**src/rtl/tmts_pkg.sv**
```systemverilog
// shared types and constants of the three-mode thread scheduler
package tmts_pkg;

  localparam int MAX_THREADS_DEF = 16;
  localparam int TICKET_BITS_DEF = 8;
  localparam int TOTAL_BITS      = 12;
  localparam logic [TOTAL_BITS-1:0] TOTAL_MAX = '1;

  localparam logic [1:0] MODE_RR    = 2'd0;
  localparam logic [1:0] MODE_LOT   = 2'd1;
  localparam logic [1:0] MODE_RT    = 2'd2;
  localparam logic [0:0] REG_MODE   = 1'b0;
  localparam logic       KIND_SCHED = 1'b0;
  localparam logic       KIND_WRITE = 1'b1;

  typedef enum logic [3:0] {
    ST_IDLE,
    ST_MOD,
    ST_RR_RD,
    ST_RR_CHK,
    ST_LOT_RD,
    ST_LOT_CHK,
    ST_NL_RD,
    ST_NL_CHK,
    ST_RT_RD,
    ST_RT_CHK,
    ST_RT_CLR,
    ST_RT_MARK,
    ST_OUT
  } state_t;

  // write strobe and address toward the slot memory
  typedef struct packed {
    logic       we;
    logic [5:0] waddr;
  } mem_ctl_t;

endpackage

```
**src/rtl/three_mode_thread_scheduler.sv**
```systemverilog
// top level of the three-mode thread scheduler
// One item at a time: the input is held off from acceptance until the result beat has
// been taken. Steps from the accepting edge to the result beat: a write item passes the
// entry update; a schedule item with no live thread goes straight to the result; round
// robin visits slots from the one after the last grant; lottery reduces the draw bit by
// bit (draw mod total+1), then walks the slots subtracting tickets up to the stopping
// slot, rereads, and walks to the next live slot; real time searches once, or, when every
// live slot has been served, searches, runs a served-clear sweep over the whole table,
// and searches again. The slot table lives in one ram entry per slot (alive, served,
// priority, tickets); its contents are cleared by a sweep over every entry after reset,
// during which no beat is accepted.
// The result beat sits in an output register.
module three_mode_thread_scheduler #(
  parameter int MAX_THREADS = tmts_pkg::MAX_THREADS_DEF,
  parameter int TICKET_BITS = tmts_pkg::TICKET_BITS_DEF
) (
  input  logic        clk,
  input  logic        rst_n,
  input  logic        in_tvalid,
  output logic        in_tready,
  // kind, thread_slot[4:1], thread_alive, thread_priority[13:6], thread_tickets[21:14],
  // draw[37:22], zero fill
  input  logic [39:0] in_tdata,
  output logic        out_tvalid,
  input  logic        out_tready,
  // granted, grant_index[4:1], zero fill
  output logic [7:0]  out_tdata,
  input  logic        cfg_psel,
  input  logic        cfg_penable,
  input  logic        cfg_pwrite,
  input  logic [2:0]  cfg_paddr,
  input  logic [31:0] cfg_pwdata,
  output logic [31:0] cfg_prdata,
  output logic        cfg_pready
);

  localparam int AW = (MAX_THREADS > 1) ? $clog2(MAX_THREADS) : 1;
  localparam int CW = AW + 1;
  localparam int EW = 2 + 8 + TICKET_BITS;   // alive, served, priority, tickets
  localparam int SW = (AW + TICKET_BITS + 1 > tmts_pkg::TOTAL_BITS + 1)
                      ? AW + TICKET_BITS + 1 : tmts_pkg::TOTAL_BITS + 1;
  localparam logic [TICKET_BITS-1:0] TICKET_MAX = '1;

  tmts_pkg::state_t st_r, st_nxt;

  logic [1:0]  mode_r;
  logic        clr_r;
  logic [AW-1:0] clr_idx_r;

  // item registers
  logic        alive_in_r;
  logic [7:0]  prio_in_r;
  logic [TICKET_BITS-1:0] tick_in_r;
  logic [15:0] draw_r;

  // global state
  logic [tmts_pkg::TOTAL_BITS-1:0] total_r, total_nxt;
  logic [AW-1:0] last_r, last_nxt;
  logic [CW-1:0] scount_r, scount_nxt;
  logic [CW-1:0] acount_r, acount_nxt;

  // walk registers
  logic [AW-1:0] idx_r, idx_nxt;
  logic [CW-1:0] steps_r, steps_nxt;
  logic [17:0]   rest_r, rest_nxt;   // signed-like remainder, wide enough
  logic [4:0]    bit_r, bit_nxt;
  logic          any_r, any_nxt;
  logic [7:0]    best_r, best_nxt;
  logic [AW-1:0] found_r, found_nxt;
  logic          second_r, second_nxt;
  logic          out_v_r, out_v_nxt;
  logic          out_g_r, out_g_nxt;
  logic [3:0]    out_i_r, out_i_nxt;

  logic [AW-1:0] raddr;
  logic [EW-1:0] rdata, wdata;
  tmts_pkg::mem_ctl_t mc;
  logic [AW-1:0] waddr_w;

  // rdata fields
  logic r_alive, r_served;
  logic [7:0] r_prio;
  logic [TICKET_BITS-1:0] r_tick;
  assign {r_alive, r_served, r_prio, r_tick} = rdata;

  tmts_ram #(.WIDTH(EW), .DEPTH(MAX_THREADS)) u_slots (
    .clk(clk), .we(mc.we), .waddr(waddr_w), .wdata(wdata),
    .raddr(raddr), .rdata(rdata)
  );
  assign waddr_w = mc.waddr[AW-1:0];

  // configuration
  logic cfg_wr;
  assign cfg_pready = 1'b1;
  assign cfg_wr = cfg_psel & cfg_penable & cfg_pwrite;
  assign cfg_prdata = (cfg_paddr[2:2] == tmts_pkg::REG_MODE) ? {30'd0, mode_r} : 32'd0;

  always_ff @(posedge clk) begin
    if (!rst_n) begin
      mode_r <= tmts_pkg::MODE_RR;
    end else if (cfg_wr && cfg_paddr[2:2] == tmts_pkg::REG_MODE && cfg_pwdata <= 32'd2) begin
      mode_r <= cfg_pwdata[1:0];
    end
  end

  // clearing sweep after reset
  always_ff @(posedge clk) begin
    if (!rst_n) begin
      clr_r     <= 1'b1;
      clr_idx_r <= '0;
    end else if (clr_r) begin
      clr_idx_r <= clr_idx_r + 1'b1;
      if (clr_idx_r == AW'(MAX_THREADS - 1)) clr_r <= 1'b0;
    end
  end

  assign in_tready  = (st_r == tmts_pkg::ST_IDLE) && !clr_r && !out_v_r;
  assign out_tvalid = out_v_r;
  assign out_tdata  = {3'd0, out_i_r, out_g_r};

  logic in_acc;
  assign in_acc = in_tvalid & in_tready;

  // helpers
  logic [AW-1:0] idx_inc;
  assign idx_inc = (CW'(idx_r) + 1'b1 >= scount_r) ? '0 : idx_r + 1'b1;
  logic [17:0] rest_sub;
  assign rest_sub = rest_r - 18'(r_tick);

  always_comb begin
    st_nxt = st_r;
    total_nxt = total_r; last_nxt = last_r; scount_nxt = scount_r; acount_nxt = acount_r;
    idx_nxt = idx_r; steps_nxt = steps_r; rest_nxt = rest_r; bit_nxt = bit_r;
    any_nxt = any_r; best_nxt = best_r; found_nxt = found_r; second_nxt = second_r;
    out_v_nxt = out_v_r; out_g_nxt = out_g_r; out_i_nxt = out_i_r;
    raddr = idx_r;
    mc.we = 1'b0; mc.waddr = 6'(idx_r); wdata = rdata;
    if (out_v_r && out_tready) out_v_nxt = 1'b0;
    if (clr_r) begin
      mc.we = 1'b1; mc.waddr = 6'(clr_idx_r); wdata = '0;
    end
    case (st_r)
      tmts_pkg::ST_IDLE: begin
        if (in_acc) begin
          idx_nxt = AW'(in_tdata[4:1]);
          raddr   = AW'(in_tdata[4:1]);
          out_g_nxt = 1'b0; out_i_nxt = '0;
          if (in_tdata[0] == tmts_pkg::KIND_WRITE) begin
            if (32'(in_tdata[4:1]) < MAX_THREADS) st_nxt = tmts_pkg::ST_MOD;
            else begin st_nxt = tmts_pkg::ST_OUT; end
          end else if (acount_r == '0 || scount_r == '0) begin
            st_nxt = tmts_pkg::ST_OUT;
          end else begin
            case (mode_r)
              tmts_pkg::MODE_LOT: begin
                rest_nxt = '0; bit_nxt = 5'd15; st_nxt = tmts_pkg::ST_LOT_RD;
              end
              tmts_pkg::MODE_RT: begin
                idx_nxt = '0; any_nxt = 1'b0; best_nxt = '0; found_nxt = '0;
                second_nxt = 1'b0; st_nxt = tmts_pkg::ST_RT_RD;
              end
              default: begin
                idx_nxt = (CW'(last_r) + 1'b1 >= scount_r) ? '0 : last_r + 1'b1;
                steps_nxt = '0; st_nxt = tmts_pkg::ST_RR_RD;
              end
            endcase
          end
        end
      end
      // write item: rdata holds the old entry
      tmts_pkg::ST_MOD: begin
        mc.we = 1'b1;
        wdata = {alive_in_r, r_served, prio_in_r, tick_in_r};
        if (r_alive && !alive_in_r) acount_nxt = acount_r - 1'b1;
        else if (!r_alive && alive_in_r) acount_nxt = acount_r + 1'b1;
        if (CW'(idx_r) + 1'b1 > scount_r) scount_nxt = CW'(idx_r) + 1'b1;
        st_nxt = tmts_pkg::ST_OUT;
      end
      tmts_pkg::ST_RR_RD: st_nxt = tmts_pkg::ST_RR_CHK;
      tmts_pkg::ST_RR_CHK: begin
        if (r_alive) begin
          out_g_nxt = 1'b1; out_i_nxt = 4'(idx_r); last_nxt = idx_r;
          st_nxt = tmts_pkg::ST_OUT;
        end else begin
          idx_nxt = idx_inc; raddr = idx_inc; st_nxt = tmts_pkg::ST_RR_CHK;
          steps_nxt = steps_r + 1'b1;
          if (steps_r + 1'b1 >= scount_r) begin
            out_g_nxt = 1'b1; out_i_nxt = '0; last_nxt = '0; st_nxt = tmts_pkg::ST_OUT;
          end
        end
      end
      // restoring division of draw by total+1, one bit a cycle, then ticket walk
      tmts_pkg::ST_LOT_RD: begin
        rest_nxt = {rest_r[16:0], draw_r[bit_r[3:0]]};
        if ({rest_r[16:0], draw_r[bit_r[3:0]]} >= 18'(total_r) + 18'd1)
          rest_nxt = {rest_r[16:0], draw_r[bit_r[3:0]]} - (18'(total_r) + 18'd1);
        bit_nxt = bit_r - 1'b1;
        if (bit_r == '0) begin
          idx_nxt = '0; raddr = '0; st_nxt = tmts_pkg::ST_LOT_CHK;
        end
      end
      tmts_pkg::ST_LOT_CHK: begin
        if (rest_sub[17] || rest_sub == '0) begin
          steps_nxt = '0; st_nxt = tmts_pkg::ST_NL_RD;
        end else begin
          rest_nxt = rest_sub;
          if (r_tick != TICKET_MAX) begin
            mc.we = 1'b1; wdata = {r_alive, r_served, r_prio, r_tick + 1'b1};
            if (total_r != tmts_pkg::TOTAL_MAX) total_nxt = total_r + 1'b1;
          end
          if (CW'(idx_r) + 1'b1 >= scount_r) begin
            steps_nxt = '0; st_nxt = tmts_pkg::ST_NL_RD;
          end else begin
            idx_nxt = idx_r + 1'b1; st_nxt = tmts_pkg::ST_LOT_RD;
            bit_nxt = '1; st_nxt = tmts_pkg::ST_NL_CHK;
          end
        end
        // re-read next slot; use the NL_CHK slot via second_r as flag
        second_nxt = 1'b0;
        if (!(rest_sub[17] || rest_sub == '0) && CW'(idx_r) + 1'b1 < scount_r) begin
          second_nxt = 1'b1;
          raddr = idx_r + 1'b1;
        end
      end
      tmts_pkg::ST_NL_RD: begin
        second_nxt = 1'b0; st_nxt = tmts_pkg::ST_NL_CHK;
      end
      tmts_pkg::ST_NL_CHK: begin
        if (second_r) begin
          // lottery continues: rdata is the next slot
          st_nxt = tmts_pkg::ST_LOT_CHK;
          raddr = idx_r;
          st_nxt = tmts_pkg::ST_LOT_CHK;
          second_nxt = 1'b0;
          // delay slot: re-read to keep registered timing
        end else if (r_alive) begin
          out_g_nxt = 1'b1; out_i_nxt = 4'(idx_r); last_nxt = idx_r;
          st_nxt = tmts_pkg::ST_OUT;
        end else begin
          idx_nxt = idx_inc; raddr = idx_inc;
          steps_nxt = steps_r + 1'b1;
          if (steps_r + 1'b1 >= scount_r) begin
            out_g_nxt = 1'b1; out_i_nxt = '0; last_nxt = '0; st_nxt = tmts_pkg::ST_OUT;
          end
        end
      end
      tmts_pkg::ST_RT_RD: st_nxt = tmts_pkg::ST_RT_CHK;
      tmts_pkg::ST_RT_CHK: begin
        if (r_alive && !r_served && (!any_r || r_prio > best_r)) begin
          any_nxt = 1'b1; best_nxt = r_prio; found_nxt = idx_r;
        end
        if (CW'(idx_r) + 1'b1 >= scount_r) begin
          if (any_nxt) begin
            idx_nxt = found_nxt; raddr = found_nxt; st_nxt = tmts_pkg::ST_RT_MARK;
          end else begin
            idx_nxt = '0; raddr = '0; st_nxt = tmts_pkg::ST_RT_CLR;
          end
        end else begin
          idx_nxt = idx_r + 1'b1; raddr = idx_r + 1'b1;
        end
      end
      // served-clear sweep over the whole table
      tmts_pkg::ST_RT_CLR: begin
        second_nxt = 1'b1;
        mc.we = 1'b1; wdata = {r_alive, 1'b0, r_prio, r_tick};
        if (second_r) begin
          // rdata valid for idx_r
          if (32'(idx_r) == MAX_THREADS - 1) begin
            idx_nxt = '0; raddr = '0; any_nxt = 1'b0; best_nxt = '0;
            second_nxt = 1'b0; st_nxt = tmts_pkg::ST_RT_RD;
          end else begin
            idx_nxt = idx_r + 1'b1; raddr = idx_r + 1'b1; second_nxt = 1'b0;
          end
        end else begin
          mc.we = 1'b0;
        end
      end
      tmts_pkg::ST_RT_MARK: begin
        if (second_r) begin
          mc.we = 1'b1; wdata = {r_alive, 1'b1, r_prio, r_tick};
          out_g_nxt = 1'b1; out_i_nxt = 4'(idx_r); last_nxt = idx_r;
          second_nxt = 1'b0; st_nxt = tmts_pkg::ST_OUT;
        end else begin
          second_nxt = 1'b1;
        end
      end
      tmts_pkg::ST_OUT: begin
        // alive count follows the alive flags; total follows the tickets but saturates at TOTAL_MAX
        out_v_nxt = 1'b1; st_nxt = tmts_pkg::ST_IDLE;
      end
      default: st_nxt = tmts_pkg::ST_IDLE;
    endcase
    if (clr_r) mc.we = 1'b1;
  end

  // ticket total after a write: track the exact sum separately
  logic [SW-1:0] sum_r;
  logic [SW-1:0] sum_w;
  always_comb begin
    sum_w = sum_r;
    if (st_r == tmts_pkg::ST_MOD)
      sum_w = sum_r - SW'(r_tick) + SW'(tick_in_r);
    else if (st_r == tmts_pkg::ST_LOT_CHK && !(rest_sub[17] || rest_sub == '0)
             && r_tick != TICKET_MAX)
      sum_w = sum_r + 1'b1;
  end

  always_ff @(posedge clk) begin
    if (!rst_n) begin
      st_r <= tmts_pkg::ST_IDLE;
      total_r <= '0; last_r <= '0; scount_r <= '0; acount_r <= '0;
      out_v_r <= 1'b0; second_r <= 1'b0; sum_r <= '0;
    end else begin
      st_r <= st_nxt;
      last_r <= last_nxt; scount_r <= scount_nxt; acount_r <= acount_nxt;
      out_v_r <= out_v_nxt; second_r <= second_nxt; sum_r <= sum_w;
      if (st_r == tmts_pkg::ST_MOD)
        total_r <= (sum_w > SW'(tmts_pkg::TOTAL_MAX)) ? tmts_pkg::TOTAL_MAX
                                                       : sum_w[tmts_pkg::TOTAL_BITS-1:0];
      else total_r <= total_nxt;
    end
  end

  always_ff @(posedge clk) begin
    idx_r <= idx_nxt; steps_r <= steps_nxt; rest_r <= rest_nxt; bit_r <= bit_nxt;
    any_r <= any_nxt; best_r <= best_nxt; found_r <= found_nxt;
    out_g_r <= out_g_nxt; out_i_r <= out_i_nxt;
    if (in_acc) begin
      alive_in_r <= in_tdata[5];
      prio_in_r <= in_tdata[13:6]; tick_in_r <= TICKET_BITS'(in_tdata[21:14]);
      draw_r <= in_tdata[37:22];
    end
  end

endmodule

```
**src/rtl/tmts_ram.sv**
```systemverilog
// generic single-port-write, registered-read ram
module tmts_ram #(
  parameter int WIDTH = 8,
  parameter int DEPTH = 16
) (
  input  logic                     clk,
  input  logic                     we,
  input  logic [$clog2(DEPTH)-1:0] waddr,
  input  logic [WIDTH-1:0]         wdata,
  input  logic [$clog2(DEPTH)-1:0] raddr,
  output logic [WIDTH-1:0]         rdata
);

  logic [WIDTH-1:0] mem [DEPTH];

  always_ff @(posedge clk) begin
    if (we) begin
      mem[waddr] <= wdata;
    end
    rdata <= mem[raddr];
  end

endmodule

```
**config.mk**
```make
export PLATFORM = sky130hd
export DESIGN_NAME = three_mode_thread_scheduler
export DESIGN_NICKNAME = d
export VERILOG_FILES = /design/src/rtl/tmts_pkg.sv /design/src/rtl/three_mode_thread_scheduler.sv /design/src/rtl/tmts_ram.sv
export SDC_FILE = /design/constraint.sdc
export NUM_CORES = 1
export LEC_CHECK = 0
export BUFFER_PORTS_ARGS = -buffer_cell sky130_fd_sc_hd__buf_2
export CAP_MARGIN = 0
export CORE_UTILIZATION = 60
export CTS_CLUSTER_DIAMETER = 120
export DETAILED_ROUTE_END_ITERATION = 8
export PLACE_DENSITY = 0.81
export SLEW_MARGIN = 20
export SYNTH_ARGS = -nofsm -noshare
export SYNTH_HDL_FRONTEND = slang
export SYNTH_HIERARCHICAL = 1
export SYNTH_SLANG_ARGS = --single-unit
export TNS_END_PERCENT = 50
```
**constraint.sdc**
```tcl
create_clock -name clk -period 5.8 [get_ports clk]
set_input_delay 0 -clock clk [delete_from_list [all_inputs] [get_ports clk]]
set_output_delay 0 -clock clk [all_outputs]
set_load 0.005 [all_outputs]
```
======== After elaboration in Yosys (flattened, before gate mapping) ========
Memories as Yosys holds them, arrays and structs flattened. A register that Yosys moved wholly into a read port is not among the register bits.
Index checks and enable logic that the tools add are counted.
operators by class
  $add $sub $neg .......................... 17
  $lt $le $gt $ge ......................... 10
  equality and inequality tests ........... 36
  muxes and demuxes ....................... 133
  bitwise logic cells ..................... 4
  reductions and logical operators ........ 57
operators by type and width
  cell                                                                    number
  18-bit 2-to-1 mux                                                       10
  4-bit 2-to-1 mux                                                        42
  5-bit 2-to-1 mux                                                        16
  12-bit 2-to-1 mux                                                       6
  18-bit one-hot mux with 4 select lines                                  1
  8-bit 2-to-1 mux                                                        7
  4-bit one-hot mux with 7 select lines                                   2
  18-bit one-hot mux with 3 select lines                                  1
  4-bit one-hot mux with 12 select lines                                  1
  32-bit by 2-bit <= comparator with 1-bit output, second input constant  1
  1-bit 2-to-1 mux                                                        30
  4-bit equality test, second input constant                              7
  7-bit AND reduction                                                     4
  13-bit 2-to-1 mux                                                       2
  2-bit inequality test, second input constant                            13
  4-bit one-hot mux with 2 select lines                                   3
  8-bit one-hot mux with 3 select lines                                   1
  5-bit one-hot mux with 4 select lines                                   1
  18-bit greater-or-equal comparator                                      1
  18-bit zero test                                                        1
  18-bit by 13-bit subtractor with 18-bit output                          1
  18-bit by 8-bit subtractor with 18-bit output                           1
  4-bit by 3-bit equality test with 1-bit output, second input constant   4
  4-bit one-hot mux with 4 select lines                                   1
  other kinds (50)                                                        100
word-level totals
  register bits after elaboration ......... 135
  memory bits (writable) .................. 288
  input port bits ......................... 82
  output and inout bits ................... 43
  logic and storage cells ................. 282
  memories ................................ 1
memories
  memory       words  width  rd ports  clocked after Yosys merged registers in  write ports  line            text
  u_slots.mem  16     18     1         1                                        1            tmts_ram.sv:14  logic [WIDTH-1:0] mem [DEPTH];

======== Logic depth before layout (Yosys ltp) ========
Gate-level depths: netlist of the first run.
  word-level depth ........................ 11
  gate-level depth with buffers ........... 18

======== Cells and area by module ========
The synthesis of the first run kept the hierarchy.
modules (own cells, without submodules)
  module                       times used  cells each  area each (um^2)
  tmts_ram                     1           482         11322.1
  three_mode_thread_scheduler  1           1210        10771.6

======== Worst setup path after synthesis of the first run ========
OpenSTA, ideal clock, no wires.
  path kind ............................... flip-flop to flip-flop
  from .................................... register rest_r[0]
  to ...................................... memory u_slots/mem[0][0] (netlist name) (enable)
  arrival time ............................ 4.494 ns
  data required time ...................... 5.384 ns
  setup slack ............................. 0.890 ns
  stages on the path, launching flop included .. 14
  buffers on the path ..................... 0
  cell sequence ........................... edfxtp_1 > inv_1 > ha_1 > fa_1 > and2b_2 > o211ai_1 > nand2_2 > a21o_2 > a211o_1 > a41o_4 > nor3_2 > or4_1 > or3b_2 > nor3_1
RTL lines
  what                    line                                text
  start, declared         three_mode_thread_scheduler.sv:65   logic [17:0] rest_r, rest_nxt;
  start signal, assigned  three_mode_thread_scheduler.sv:325  idx_r <= idx_nxt; steps_r <= steps_nxt; rest_r <= rest_nxt; bit_r <= bit_nxt;
  end, declared           tmts_ram.sv:14

======== Final worst setup path of the first run ========
  from .................................... register u_slots.rdata[0] (read register of u_slots.mem)
  to ...................................... register u_slots.rdata[12] (read register of u_slots.mem)
between the ends
  cells in the longest elaborated chain, start to end .. 7
RTL lines
  what                                             line                                text
  start, declared                                  tmts_ram.sv:11                      output logic [WIDTH-1:0] rdata
  18-bit by 8-bit subtractor with 18-bit output *  three_mode_thread_scheduler.sv:128  assign rest_sub = rest_r - 18'(r_tick);
  18-bit zero test                                 three_mode_thread_scheduler.sv:220  if (!(rest_sub[17] || rest_sub == '0) && CW'(idx_r) + 1'b1 < scount_r) begin
  1-bit logical OR *                               three_mode_thread_scheduler.sv:220
  1-bit zero test *                                three_mode_thread_scheduler.sv:220
  1-bit logical AND *                              three_mode_thread_scheduler.sv:220
  4-bit 2-to-1 mux *                               three_mode_thread_scheduler.sv:220
  4-bit one-hot mux with 7 select lines *          three_mode_thread_scheduler.sv:142  case (st_r)
  net raddr[0]                                     three_mode_thread_scheduler.sv:75   logic [AW-1:0] raddr;
Mark *: on every way through the listed nets, which the timed path passes. The rest lies on a longest branch.
A chain may end at the register's enable or synchronous reset.

==> metrics.txt, run 1 <==
# TYPE chip_impl_metric gauge
chip_impl_metric{name="synth_seq_cells",unit=""} 441
chip_impl_metric{name="hold-path-cell-count",unit=""} 2
chip_impl_metric{name="final.period_utilization",unit=""} 0.917
chip_impl_metric{name="cts_inserted_buffers",unit=""} 45
chip_impl_metric{name="hold_viol",unit=""} 0
chip_impl_metric{name="detail_route.drc_violations",unit=""} 0
chip_impl_info{name="min-delay-start",value="in_tdata[7]"} 1
chip_impl_metric{name="worst_skew_pair.late_latency",unit="ns"} 0.57
chip_impl_metric{name="cts_htree_levels",unit=""} 2
chip_impl_metric{name="grt_max_degree",unit=""} 73
chip_impl_metric{name="synthCells",unit=""} 1692
chip_impl_metric{name="num_rows",unit=""} 69
chip_impl_info{name="synth_most_common_cell",value="edfxtp_1"} 1
chip_impl_info{name="start_kind",value="register"} 1
chip_impl_metric{name="hpwl",unit="mm"} 35.9
chip_impl_metric{name="diodes",unit=""} 0
chip_impl_metric{name="detailroute.via_count",unit=""} 15200
chip_impl_metric{name="avgRoutedWirePerCell",unit="µm"} 23.5
chip_impl_metric{name="groute.usage.overall",unit=""} 0.296
chip_impl_metric{name="totalWireLength",unit="mm"} 55.1
chip_impl_metric{name="route.antenna.remaining_nets",unit=""} 0
chip_impl_metric{name="critical_path.n_buffers_inverters",unit=""} 2
chip_impl_metric{name="top_level_ports",unit=""} 125
chip_impl_metric{name="ctsLongestPathBuffers",unit=""} 3
chip_impl_metric{name="total_power",unit="mW"} 14.5
chip_impl_metric{name="fp.dieArea",unit="µm²"} 37600
chip_impl_metric{name="global_route.overflow_total",unit=""} 0
chip_impl_info{name="run_status",value="completed"} 1
chip_impl_metric{name="worst_voltage_drop_across_the_vdd_grid",unit="µV"} 608
chip_impl_metric{name="ys_async_sr_fraction",unit=""} 0
chip_impl_info{name="cp_top_family",value="compound AO/OA/AOI/OAI gates"} 1
chip_impl_info{name="path_class",value="reg2reg"} 1
chip_impl_metric{name="clkSlewWorstSetupHoldPaths",unit="ns"} 0.07
chip_impl_metric{name="antenna_found_initial",unit=""} 0
chip_impl_metric{name="synth.top_cell.area_share",unit=""} 0.504
chip_impl_metric{name="layout-area-overhead-vs-synth",unit="%"} 13.5
chip_impl_metric{name="post-route-min-period",unit="ns"} 5.32
chip_impl_metric{name="maxSlewViolCount",unit=""} 0
chip_impl_info{name="kind_of_capture_point_of_the_worst_setup_path",value="register"} 1
chip_impl_metric{name="grt_pass1_vias",unit=""} 15300
chip_impl_metric{name="critical_path.max_fanout",unit=""} 36
chip_impl_info{name="r2r-end",value="u_slots/rdata[12]"} 1
chip_impl_metric{name="finalSetupViolations",unit=""} 0
chip_impl_metric{name="die_h",unit="µm"} 194
chip_impl_info{name="cts_root_buf",value="clkbuf_16"} 1
chip_impl_metric{name="nNetsFinal",unit=""} 2016
chip_impl_info{name="path_cells",value="ha_1 > fa_1 > and2b_2 > o211ai_1 > nand2_2 > a21o_2 > a211o_1 > a41oi_1 > nand2_1 > a21oi_1 > a2bb2oi_4 > buf_12 > buf_12 > mux4_1 > a22oi_1 > nand2_1"} 1
chip_impl_metric{name="cts_sinks",unit=""} 441
chip_impl_metric{name="layoutNonFillerInstCount",unit=""} 2343
chip_impl_metric{name="synth_enable_flop_cells",unit=""} 371
chip_impl_metric{name="worst-endpoint-required",unit="ns"} 6.25
chip_impl_metric{name="r2r_setup_slack",unit="ns"} 0.48
chip_impl_info{name="worstHoldEndpoint",value="prio_in_r[1]"} 1
chip_impl_metric{name="cellLeakagePower",unit="nW"} 9.26
chip_impl_metric{name="tightest_slew",unit="ns"} 1.17
chip_impl_metric{name="synth.yosys.seq_area_share",unit=""} 0.568
chip_impl_info{name="top_cells_by_area_synth",value="edfxtp_1 (50%), dfxtp_1 (6.3%), mux4_2 (5.6%), ha_1 (4.3%), mux4_1 (2.6%)"} 1
chip_impl_metric{name="floorplan.die.width",unit="µm"} 194
chip_impl_metric{name="drt_first_pass_iters",unit=""} 6
chip_impl_metric{name="port-buffer-count",unit=""} 86
chip_impl_metric{name="maximum_clock_frequency",unit="MHz"} 188
chip_impl_info{name="rr_startpoint",value="u_slots/rdata[0]"} 1
chip_impl_metric{name="power.density_cell_area",unit="nW/µm²"} 578
chip_impl_metric{name="floorplan.core_area",unit="µm²"} 35900
chip_impl_info{name="most_area_hungry_cell_type_in_the_yosys_netlist",value="edfxtp_1"} 1
chip_impl_metric{name="grt_pass1_wl",unit="mm"} 85.5
chip_impl_info{name="synth.top_cells.by_count",value="edfxtp_1 (371), nand2_1 (103), nor2_1 (103)"} 1
chip_impl_info{name="hp-class",value="in2reg"} 1
chip_impl_info{name="cts_tree",value="done"} 1
chip_impl_metric{name="yosys_warnings",unit=""} 6
chip_impl_metric{name="netlist_area",unit="µm²"} 22100
chip_impl_metric{name="globalplace.congestion",unit=""} 0.935
chip_impl_info{name="rsz0062_at_grt",value="false"} 1
chip_impl_metric{name="drv.max_cap_violation_count",unit=""} 0
chip_impl_metric{name="setup_tns",unit="ns"} 0
chip_impl_metric{name="synthDistinctLibCells",unit=""} 96
chip_impl_metric{name="dp_cells",unit=""} 2217
chip_impl_metric{name="slew-limit-headroom",unit=""} 0.210
chip_impl_metric{name="clock-skew-final",unit="ns"} 0.0174
chip_impl_metric{name="start_util",unit=""} 0.615
chip_impl_metric{name="post_synth.cell_area_avg",unit="µm²"} 13.1
chip_impl_info{name="cp_slowest_cell",value="mux4_1"} 1
chip_impl_metric{name="final_layout_size_suffix_gt1_frac",unit=""} 0.173
chip_impl_metric{name="dr.first_iter.drc_count",unit=""} 1601
chip_impl_metric{name="avgViaCountPerCell",unit=""} 6.50
chip_impl_metric{name="worst_r2r_path_depth",unit=""} 16
chip_impl_info{name="postSynth.topFlopCell",value="edfxtp_1"} 1
chip_impl_metric{name="slowest_delay",unit="ns"} 0.63
chip_impl_metric{name="critical_path_at",unit="ns"} 5.76
-- layout make-up --
cell class              instances  area [µm²]
repair buffers                184        1310
fillers                      2348       10800
flip-flops and latches        441       12500
clock inverters                30         304
multi-input cells            1082        8820
clock buffers                  52        1160
inverters                      93         349
well taps                     461         577
-- cells by family (layout without fill, tap and decap cells) --
logic type                 Yosys count  count (layout)  share of synthesized area
DFF                                441             441                      0.568
AOI/OAI and AO/OA                  345             345                      0.108
buffers and inverters              201             359                     0.0433
muxes                              110             110                     0.0973
and+or+nand+nor                    425             425                     0.0987
other                                2              34                   0.000340
xor gates and xnor gates            81              81                     0.0321
adders and majority gates           87              87                     0.0530
-- routing by layer --
layer / track usage / part of all wire / vias up / wire length (µm)
li1: - / - / 6762 / -
met1: 0.380 / 0.39 / 7517 / 21400
met2: 0.507 / 0.49 / 781 / 27300
met3: 0.0369 / 0.074 / 171 / 4060
met4: 0.137 / 0.044 / 0 / 2410
met5: 0 / 0 / - / 0
-- flip-flops by register name, indices dropped and copies added, names as in the netlist, 8 cells and up --
signal / flops
total_r: 12
tick_in_r: 8
u_slots/rdata: 18
draw_r: 16
best_r: 8
rest_r: 18
u_slots/mem: 288
sum_r: 13
prio_in_r: 8
-- cell usage in the layout, fill, tap and decap left out, types with 13 or more instances in the layout --
cell type and instances:
edfxtp_1 371, nand2_1 103, inv_1 93, nor2_1 90, buf_2 86, a21oi_1 76
ha_1 76, dfxtp_1 70, o21ai_0 55, mux4_2 55, xnor2_1 53, buf_4 51
clkbuf_16 45, dlygate4sd3_1 44, a22oi_1 41, conb_1 34, nand3_1 33, mux2i_1 30
xor2_1 28, nor3_1 25, nor4_1 22, mux4_1 22, a211oi_1 20, o22ai_1 19
and3_1 18, a21o_1 15, nor2b_1 14, nand4_1 14, nor2_2 13
-- power breakdown --
part / total (mW) / switching, mW / internal, mW
clock: 2.91 / 1.23 / 1.67
combinational: 7.09 / 4.01 / 3.09
sequential: 4.48 / 0.451 / 4.03
total: 14.5 / 5.69 / 8.79
-- worst register-to-register path: stages (launching register included) --
cell and delay [ns]:
dfxtp_1 0.55, ha_1 0.24, fa_1 0.21, and2b_2 0.26, o211ai_1 0.26, nand2_2 0.14, a21o_2 0.23, a211o_1 0.34
a41oi_1 0.60, nand2_1 0.29, a21oi_1 0.32, a2bb2oi_4 0.20, buf_12 0.25, buf_12 0.33, mux4_1 0.65, a22oi_1 0.23
nand2_1 0.09
-- worst max path at each step --
| stage | cells past startpoint | end | start |
|---|---|---|---|
| 2_1_floorplan | 13 | u_slots/mem[0][0] | rest_r[0] |
| 6_report | 16 | u_slots/rdata[12] | u_slots/rdata[0] |
| 3_3_place_gp | 16 | u_slots/rdata[7] | u_slots/rdata[2] |
| 4_1_cts | 17 | u_slots/rdata[12] | rest_r[0] |
| 3_5_place_dp | 17 | u_slots/rdata[12] | rest_r[0] |
| 5_1_grt | 16 | u_slots/rdata[7] | u_slots/rdata[7] |
-- per-stage QoR --
stage / setup WS [ns] / util / cell area (µm²) / hold slack, ns
finish: 0.483 / 0.698 / 25100 / 0.146
global route: 0.155 / 0.698 / 25100 / 0.145
CTS: 0.507 / 0.698 / 25100 / 0.130
detailed placement: 0.544 / 0.645 / 23200 / 0.178
global placement: 0.713 / 0.645 / 23200 / 0.178
floorplan: 0.890 / - / 22200 / 0.0269
-- timing repair --
action,in CTS,in global routing
setup buffers,0,0
endpoints found under the setup margin,0,0
gates resized for setup,0,0
hold endpoints to repair,54,0
hold buffers,44,0
No activity file was read; power rests on OpenSTA's default activity.
==> run 2: changes to the inputs <==
--- a/config.mk
+++ b/config.mk
@@ -14,6 +14,5 @@
 export SLEW_MARGIN = 20
 export SYNTH_ARGS = -nofsm -noshare
 export SYNTH_HDL_FRONTEND = slang
-export SYNTH_HIERARCHICAL = 1
 export SYNTH_SLANG_ARGS = --single-unit
 export TNS_END_PERCENT = 50
==> constraint.sdc (replaced) <==
create_clock -name clk -period 5.5 [get_ports clk]
set_input_delay 0 -clock clk [delete_from_list [all_inputs] [get_ports clk]]
set_output_delay 0 -clock clk [all_outputs]
set_load 0.005 [all_outputs]
==> run 2 against run 1 <==
Effect of this change: maximum frequency rose by 5.5%; critical path depth did not move; cell count rose by 8.4%; sequential cell count did not move; via count rose by 6.1%; register-to-register slack got worse by 0.02 ns; largest power group unchanged; highest routed layer unchanged.
==> metrics.txt, run 2 <==
# TYPE chip_impl_metric gauge
chip_impl_metric{name="layout-area-overhead-vs-synth",unit="%"} 13.7
chip_impl_metric{name="post-route-min-period",unit="ns"} 5.04
chip_impl_metric{name="whs",unit="ns"} 0.120
chip_impl_info{name="max_flop_register",value="u_slots.mem"} 1
chip_impl_metric{name="maximum_clock_frequency",unit="MHz"} 198
chip_impl_metric{name="drv.max_cap_violation_count",unit=""} 0
chip_impl_info{name="rr_startpoint",value="rest_r[0]"} 1
chip_impl_info{name="cp_slowest_cell",value="nor4bb_1"} 1
chip_impl_info{name="start_kind",value="register"} 1
chip_impl_metric{name="clkSlewWorstSetupHoldPaths",unit="ns"} 0.06
chip_impl_metric{name="dr.first_iter.drc_count",unit=""} 1481
chip_impl_metric{name="setup_tns",unit="ns"} 0
chip_impl_metric{name="floorplan.core_area",unit="µm²"} 36700
chip_impl_info{name="path_class",value="reg2reg"} 1
chip_impl_info{name="top_cells_by_area_synth",value="edfxtp_1 (50%), mux2i_1 (7.4%), dfxtp_1 (6.2%), ha_1 (4.2%), o22ai_1 (2.4%)"} 1
chip_impl_metric{name="synthDistinctLibCells",unit=""} 88
chip_impl_metric{name="synth_seq_cells",unit=""} 441
chip_impl_metric{name="final_layout_size_suffix_gt1_frac",unit=""} 0.135
chip_impl_metric{name="synth.yosys.seq_area_share",unit=""} 0.559
chip_impl_info{name="path_cells",value="inv_1 > ha_1 > fa_1 > nor2b_1 > o31a_1 > o311a_1 > o22ai_1 > nor4bb_1 > and4_1 > nor4b_1 > a211oi_4 > buf_12 > buf_4 > mux2i_1 > o22ai_1 > or4_1"} 1
chip_impl_metric{name="slowest_delay",unit="ns"} 0.57
chip_impl_metric{name="totalWireLength",unit="mm"} 57.3
chip_impl_metric{name="hold_viol",unit=""} 0
chip_impl_metric{name="grt_pass1_vias",unit=""} 15600
chip_impl_metric{name="synth.top_cell.area_share",unit=""} 0.496
chip_impl_metric{name="route.antenna.remaining_nets",unit=""} 0
chip_impl_metric{name="slew-limit-headroom",unit=""} 0.252
chip_impl_metric{name="worst_voltage_drop_across_the_vdd_grid",unit="µV"} 411
chip_impl_info{name="hp-class",value="in2reg"} 1
chip_impl_metric{name="worst-endpoint-required",unit="ns"} 5.95
chip_impl_metric{name="detail_route.drc_violations",unit=""} 0
chip_impl_metric{name="globalplace.congestion",unit=""} 0.985
chip_impl_metric{name="antenna_found_initial",unit=""} 0
chip_impl_metric{name="netlist_area",unit="µm²"} 22500
chip_impl_info{name="cts_tree",value="done"} 1
chip_impl_metric{name="critical_path.max_fanout",unit=""} 20
chip_impl_metric{name="finalSetupViolations",unit=""} 0
chip_impl_metric{name="met2RoutedLength",unit="mm"} 27.8
chip_impl_info{name="topRoutingLayerUsed",value="met4"} 1
chip_impl_metric{name="maxSlewViolCount",unit=""} 0
chip_impl_metric{name="floorplan.die.width",unit="µm"} 195
chip_impl_metric{name="fp.dieArea",unit="µm²"} 38200
chip_impl_metric{name="final.period_utilization",unit=""} 0.916
chip_impl_info{name="mostFrequentLayoutCell",value="edfxtp_1"} 1
chip_impl_metric{name="port-buffer-count",unit=""} 86
chip_impl_metric{name="top_level_ports",unit=""} 125
chip_impl_metric{name="total_power",unit="mW"} 14.3
chip_impl_metric{name="largest_register_ff_count",unit=""} 288
chip_impl_metric{name="clock-skew-final",unit="ns"} 0.0172
chip_impl_metric{name="dp_cells",unit=""} 2412
chip_impl_metric{name="start_util",unit=""} 0.612
chip_impl_metric{name="diodes",unit=""} 0
chip_impl_metric{name="cts_inserted_buffers",unit=""} 44
chip_impl_metric{name="hpwl",unit="mm"} 37.0
chip_impl_metric{name="met3_length",unit="mm"} 4.29
chip_impl_metric{name="critical_path_at",unit="ns"} 5.49
chip_impl_info{name="run_status",value="completed"} 1
chip_impl_metric{name="tightest_slew",unit="ns"} 1.12
chip_impl_metric{name="grt_max_degree",unit=""} 43
chip_impl_metric{name="critical_path.n_buffers_inverters",unit=""} 3
chip_impl_metric{name="avgViaCountPerCell",unit=""} 6.37
chip_impl_info{name="largest_registers_in_the_final_layout",value="u_slots.mem (288), rest_r (18), u_slots.rdata (18)"} 1
chip_impl_metric{name="drt_first_pass_iters",unit=""} 5
chip_impl_metric{name="yosys_warnings",unit=""} 0
chip_impl_metric{name="synth_enable_flop_cells",unit=""} 371
chip_impl_metric{name="avgRoutedWirePerCell",unit="µm"} 22.5
chip_impl_info{name="cp_top_family",value="simple AND/OR/NAND/NOR gates"} 1
chip_impl_metric{name="num_rows",unit=""} 70
chip_impl_metric{name="worst_skew_pair.late_latency",unit="ns"} 0.59
chip_impl_metric{name="die_h",unit="µm"} 195
chip_impl_metric{name="ys_async_sr_fraction",unit=""} 0
chip_impl_info{name="most_area_hungry_cell_type_in_the_yosys_netlist",value="edfxtp_1"} 1
chip_impl_info{name="rsz0062_at_grt",value="false"} 1
chip_impl_info{name="min-delay-start",value="in_tdata[7]"} 1
chip_impl_metric{name="groute.usage.overall",unit=""} 0.299
chip_impl_metric{name="cts_htree_levels",unit=""} 2
chip_impl_metric{name="layoutNonFillerInstCount",unit=""} 2539
chip_impl_metric{name="power.density_cell_area",unit="nW/µm²"} 560
chip_impl_info{name="postSynth.topFlopCell",value="edfxtp_1"} 1
chip_impl_metric{name="postCtsResizedCells",unit=""} 0
chip_impl_metric{name="final_area",unit="µm²"} 25500
chip_impl_info{name="layout_common_cells",value="edfxtp_1 (371), mux2i_1 (166), nor2_1 (122), inv_1 (111), nand2_1 (99)"} 1
chip_impl_metric{name="placedInstanceArea",unit="µm²"} 23500
chip_impl_metric{name="synthCells",unit=""} 1886
chip_impl_info{name="cts_root_buf",value="clkbuf_16"} 1
chip_impl_metric{name="grt_pass1_wl",unit="mm"} 87.0
chip_impl_info{name="synth_most_common_cell",value="edfxtp_1"} 1
chip_impl_metric{name="global_route.overflow_total",unit=""} 0
chip_impl_metric{name="post_synth.cell_area_avg",unit="µm²"} 11.9
chip_impl_info{name="synth.top_cells.by_count",value="edfxtp_1 (371), mux2i_1 (166), nor2_1 (139)"} 1
chip_impl_info{name="critPathLaunch",value="rest_r[0]"} 1
chip_impl_metric{name="detailroute.via_count",unit=""} 16200
chip_impl_metric{name="cellLeakagePower",unit="nW"} 9.62
chip_impl_metric{name="nNetsFinal",unit=""} 2204
chip_impl_info{name="kind_of_capture_point_of_the_worst_setup_path",value="register"} 1
chip_impl_metric{name="ctsLongestPathBuffers",unit=""} 3
chip_impl_info{name="critical-path-top-cell-by-count",value="o22ai_1"} 1
chip_impl_metric{name="cts_sinks",unit=""} 441
chip_impl_metric{name="route.layer.met1.wl",unit="mm"} 23.1
[run 2: cell types whose count changed after synthesis, moves of 8 or more]
| cell | change |
|---|---|
| a21oi_1 | -10 |
| a22oi_1 | -33 |
| buf_2 | +16 |
| inv_1 | +18 |
| mux2i_1 | +136 |
| mux4_1 | -22 |
| mux4_2 | -50 |
| nand3_1 | +18 |
| nand3b_1 | -8 |
| nor2_1 | +36 |
| o21ai_0 | +16 |
| o22ai_1 | +68 |
| or4_1 | +19 |
[run 2: path summary, 6_finish.rpt]
kind	end	slack, ns	depth (start not counted)
hold / removal	prio_in_r[1]	0.12	2
setup reg to reg	u_slots.rdata[0]	0.46	16
setup / recovery	u_slots.rdata[0]	0.46	16
hold reg to reg	last_r[3]	0.48	2
[run 2: through the flow]
step / utilization / setup slack [ns]
finish: 0.695 / 0.460
detailed placement: 0.641 / 0.544
global placement: 0.641 / 0.510
global route: 0.695 / 0.245
CTS: 0.695 / 0.485
floorplan: - / 0.761
[run 2: cells by family (layout without fill, tap and decap cells)]
| family | after synthesis | count (layout) | synth area share |
|---|---|---|---|
| other cells | 2 | 34 | 0.000334 |
| xor+xnor | 74 | 74 | 0.0289 |
| fa+ha+maj | 87 | 87 | 0.0522 |
| compound gates | 416 | 416 | 0.126 |
| buf+inv | 229 | 382 | 0.0474 |
| flops | 441 | 441 | 0.559 |
| simple gates | 464 | 464 | 0.106 |
| mux | 173 | 173 | 0.0800 |
[run 2: area by class of cell]
cell class	count	area, µm²
multi-input combinational	1248	9070
inverter	111	417
clock buffer	54	1200
tap	468	586
sequential	441	12500
timing repair buffer	189	1380
fill	2509	11200
clock inverter	28	329
[run 2: report_power, final]
part	internal, mW	total [mW]	switching [mW]
clock network	1.81	3.13	1.33
registers	4.14	4.50	0.352
logic	2.65	6.67	4.01
total	8.61	14.3	5.69
[run 2: routing by layer]
metal / vias to the layer above / GRT usage
li1: 7391 / -
met1: 7838 / 0.391
met2: 783 / 0.500
met3: 150 / 0.0437
met4: 0 / 0.122
met5: - / 0
[run 2: timing repair]
action | 4_1_cts | 5_1_grt
hold buffers | 45 | 0
endpoints found under the hold margin | 48 | 0
setup buffers | 0 | 0
==> run 3: changes to the inputs <==
==> constraint.sdc (replaced) <==
create_clock -name clk -period 4.9 [get_ports clk]
set_input_delay 0.245 -clock clk [delete_from_list [all_inputs] [get_ports clk]]
set_output_delay 0.245 -clock clk [all_outputs]
set_load 0.005 [all_outputs]
==> run 3 against run 2 <==
Effect of this change: worst setup slack got worse by 0.32 ns; critical path depth unchanged; die area did not move; global-route usage is 0.54 points higher; largest power group unchanged.
==> metrics.txt, run 3 (same netlist as run 2, synthesis figures left out) <==
# TYPE chip_impl_metric gauge
chip_impl_metric{name="finalSetupViolations",unit=""} 0
chip_impl_metric{name="route.antenna.remaining_nets",unit=""} 0
chip_impl_metric{name="tightest_slew",unit="ns"} 1.11
chip_impl_info{name="min-delay-start",value="in_tdata[4]"} 1
chip_impl_metric{name="drt_first_pass_iters",unit=""} 5
chip_impl_info{name="largest_registers_in_the_final_layout",value="u_slots.mem (288), rest_r (18), u_slots.rdata (18)"} 1
chip_impl_metric{name="grt_pass1_wl",unit="mm"} 89.0
chip_impl_metric{name="dp_worst_setup_slack",unit="ns"} 0.0678
chip_impl_metric{name="avgRoutedWirePerCell",unit="µm"} 22.5
chip_impl_metric{name="grt_max_degree",unit=""} 39
chip_impl_metric{name="port-buffer-count",unit=""} 86
chip_impl_metric{name="detail_route.drc_violations",unit=""} 0
chip_impl_metric{name="slowest_delay",unit="ns"} 0.53
chip_impl_metric{name="clock-skew-final",unit="ns"} 0.0274
chip_impl_metric{name="dr.first_iter.drc_count",unit=""} 1630
chip_impl_metric{name="final_layout_size_suffix_gt1_frac",unit=""} 0.154
chip_impl_info{name="cts_root_buf",value="clkbuf_16"} 1
chip_impl_metric{name="total_power",unit="mW"} 16.5
chip_impl_metric{name="hold-path-cell-count",unit=""} 3
chip_impl_metric{name="final.fill_count",unit=""} 2491
chip_impl_metric{name="fp.dieArea",unit="µm²"} 38200
chip_impl_info{name="path_cells",value="inv_1 > ha_1 > fa_1 > nor2b_1 > o31a_1 > o31a_1 > o31a_1 > nor4_4 > and4_4 > nor4b_1 > a211oi_4 > buf_12 > buf_12 > mux2i_1 > o22ai_1 > or4_1"} 1
chip_impl_metric{name="num_rows",unit=""} 70
chip_impl_info{name="hp-class",value="in2reg"} 1
chip_impl_metric{name="cts_inserted_buffers",unit=""} 44
chip_impl_metric{name="clkSlewWorstSetupHoldPaths",unit="ns"} 0.07
chip_impl_metric{name="diodes",unit=""} 0
chip_impl_info{name="cp_slowest_cell",value="or4_1"} 1
chip_impl_metric{name="hold_viol",unit=""} 0
chip_impl_metric{name="critical_path.max_fanout",unit=""} 22
chip_impl_metric{name="final_critical_path_setup_slack",unit="ns"} 0.137
chip_impl_info{name="worstHoldEndpoint",value="idx_r[3]"} 1
chip_impl_info{name="mostFrequentLayoutCell",value="edfxtp_1"} 1
chip_impl_metric{name="global_route.overflow_total",unit=""} 0
chip_impl_metric{name="cts_htree_levels",unit=""} 2
chip_impl_info{name="cp_top_family",value="simple AND/OR/NAND/NOR gates"} 1
chip_impl_metric{name="storage_element_area",unit="µm²"} 12500
chip_impl_metric{name="largest_register_ff_count",unit=""} 288
chip_impl_metric{name="maximum_clock_frequency",unit="MHz"} 210
chip_impl_metric{name="grt_pass1_vias",unit=""} 16100
chip_impl_metric{name="power.density_cell_area",unit="nW/µm²"} 633
chip_impl_metric{name="globalplace.congestion",unit=""} 0.962
chip_impl_info{name="max_flop_register",value="u_slots.mem"} 1
chip_impl_metric{name="slew-limit-headroom",unit=""} 0.258
chip_impl_metric{name="worst_r2r_path_depth",unit=""} 16
chip_impl_metric{name="area_taken_by_multi_input_logic_gates",unit="µm²"} 9070
chip_impl_metric{name="worst_voltage_drop_across_the_vdd_grid",unit="µV"} 391
chip_impl_info{name="kind_of_capture_point_of_the_worst_setup_path",value="register"} 1
chip_impl_metric{name="ctsLongestPathBuffers",unit=""} 3
chip_impl_info{name="rr_startpoint",value="rest_r[0]"} 1
chip_impl_metric{name="maxSlewViolCount",unit=""} 0
chip_impl_metric{name="start_util",unit=""} 0.612
chip_impl_metric{name="floorplan.core_area",unit="µm²"} 36700
chip_impl_info{name="start_kind",value="register"} 1
chip_impl_info{name="r2r-end",value="u_slots.rdata[10]"} 1
chip_impl_metric{name="floorplan.die.width",unit="µm"} 195
chip_impl_metric{name="post-route-min-period",unit="ns"} 4.76
chip_impl_metric{name="drv.max_cap_violation_count",unit=""} 0
chip_impl_metric{name="detailroute.via_count",unit=""} 16500
chip_impl_metric{name="critical_path_at",unit="ns"} 5.21
chip_impl_info{name="layout_common_cells",value="edfxtp_1 (371), mux2i_1 (166), nor2_1 (122), inv_1 (111), nand2_1 (99)"} 1
chip_impl_metric{name="top_level_ports",unit=""} 125
chip_impl_info{name="path_class",value="reg2reg"} 1
chip_impl_metric{name="r2r_setup_slack",unit="ns"} 0.14
chip_impl_metric{name="final.period_utilization",unit=""} 0.972
chip_impl_metric{name="nNetsFinal",unit=""} 2245
chip_impl_info{name="cts_tree",value="done"} 1
chip_impl_metric{name="critical_path.n_buffers_inverters",unit=""} 3
chip_impl_metric{name="layout-area-overhead-vs-synth",unit="%"} 15.9
chip_impl_metric{name="worst_skew_pair.late_latency",unit="ns"} 0.59
chip_impl_metric{name="avgViaCountPerCell",unit=""} 6.39
chip_impl_info{name="run_status",value="completed"} 1
chip_impl_metric{name="worst-endpoint-required",unit="ns"} 5.35
chip_impl_info{name="critical-path-top-cell-by-count",value="o31a_1"} 1
chip_impl_metric{name="antenna_found_initial",unit=""} 0
chip_impl_metric{name="cts_sinks",unit=""} 441
chip_impl_metric{name="groute.usage.overall",unit=""} 0.304
chip_impl_metric{name="totalWireLength",unit="mm"} 58.0
chip_impl_metric{name="cellLeakagePower",unit="nW"} 9.88
chip_impl_metric{name="die_h",unit="µm"} 195
chip_impl_metric{name="hpwl",unit="mm"} 38.5
run 3: changes by cell type in the layout (fill, tap and decap cells not counted), moves of 3 or more:
cell and change:
clkinv_1 +6, dlygate4sd3_1 -8, clkbuf_8 -3, buf_4 +23
clkinv_2 -4, buf_12 +26
run 3: metal layers:
| layer | up-vias | routed length, µm | global-route usage |
|---|---|---|---|
| li1 | 7467 | - | - |
| met5 | - | 0 | 0 |
| met3 | 163 | 4610 | 0.0401 |
| met4 | 0 | 2430 | 0.143 |
| met2 | 833 | 28400 | 0.516 |
| met1 | 8022 | 22600 | 0.388 |
run 3: worst max-delay path by stage:
stage,start,endpoint,slack (ns),cells after the start
floorplan,u_slots.rdata[7],u_slots.mem[4][0],0.16,13
global placement,bit_r[0],rest_r[15],0.26,16
finish,rest_r[0],u_slots.rdata[10],0.14,16
detailed placement,bit_r[0],rest_r[15],0.07,16
CTS,bit_r[0],rest_r[8],0.03,16
global route,bit_r[0],rest_r[15],-0.02,16
run 3: timing repair:
action                     in CTS  in global routing
hold buffers                   37                  0
setup buffers                   0                  3
gates resized for setup         0                 10
setup endpoints to repair       0                 52
hold endpoints to repair       39                  0
run 3: area by class of cell:
cell class	count	share of cell area
Sequential cell	441	0.482
Multi-Input combinational cell	1248	0.348
Timing Repair Buffer	230	0.0765
Clock buffer	52	0.0438
Tap cell	468	0.0225
Inverter	111	0.0160
Clock inverter	28	0.0109
run 3: power by group:
part           switching [mW]  total [mW]  internal (mW)  leakage [nW]
clock                    1.44        3.34           1.89         0.690
combinational            4.73        8.14           3.41          5.16
sequential              0.361        5.01           4.65          4.03
total                    6.53        16.5           9.95          9.88
run 3: worst reg2reg max path, cell delays in order, from the launching register on:
cell	delay [ns]
edfxtp_1	0.42
inv_1	0.18
ha_1	0.19
fa_1	0.22
nor2b_1	0.09
o31a_1	0.32
o31a_1	0.34
o31a_1	0.34
nor4_4	0.39
and4_4	0.34
nor4b_1	0.09
a211oi_4	0.24
buf_12	0.27
buf_12	0.25
mux2i_1	0.27
o22ai_1	0.15
or4_1	0.53
run 3: stage by stage:
stage / utilization / TNS [ns] / instance area, µm² / std cells / hold slack (ns)
2_1_floorplan: - / 0 / 22600 / 1918 / 0.321
5_1_grt: 0.709 / -0.0354 / 26000 / 2578 / 0.0593
3_3_place_gp: 0.659 / 0 / 24200 / 2458 / 0.424
6_report: 0.709 / 0 / 26000 / 2578 / 0.0478
3_5_place_dp: 0.659 / 0 / 24200 / 2458 / 0.423
4_1_cts: 0.708 / 0 / 26000 / 2575 / 0.0117
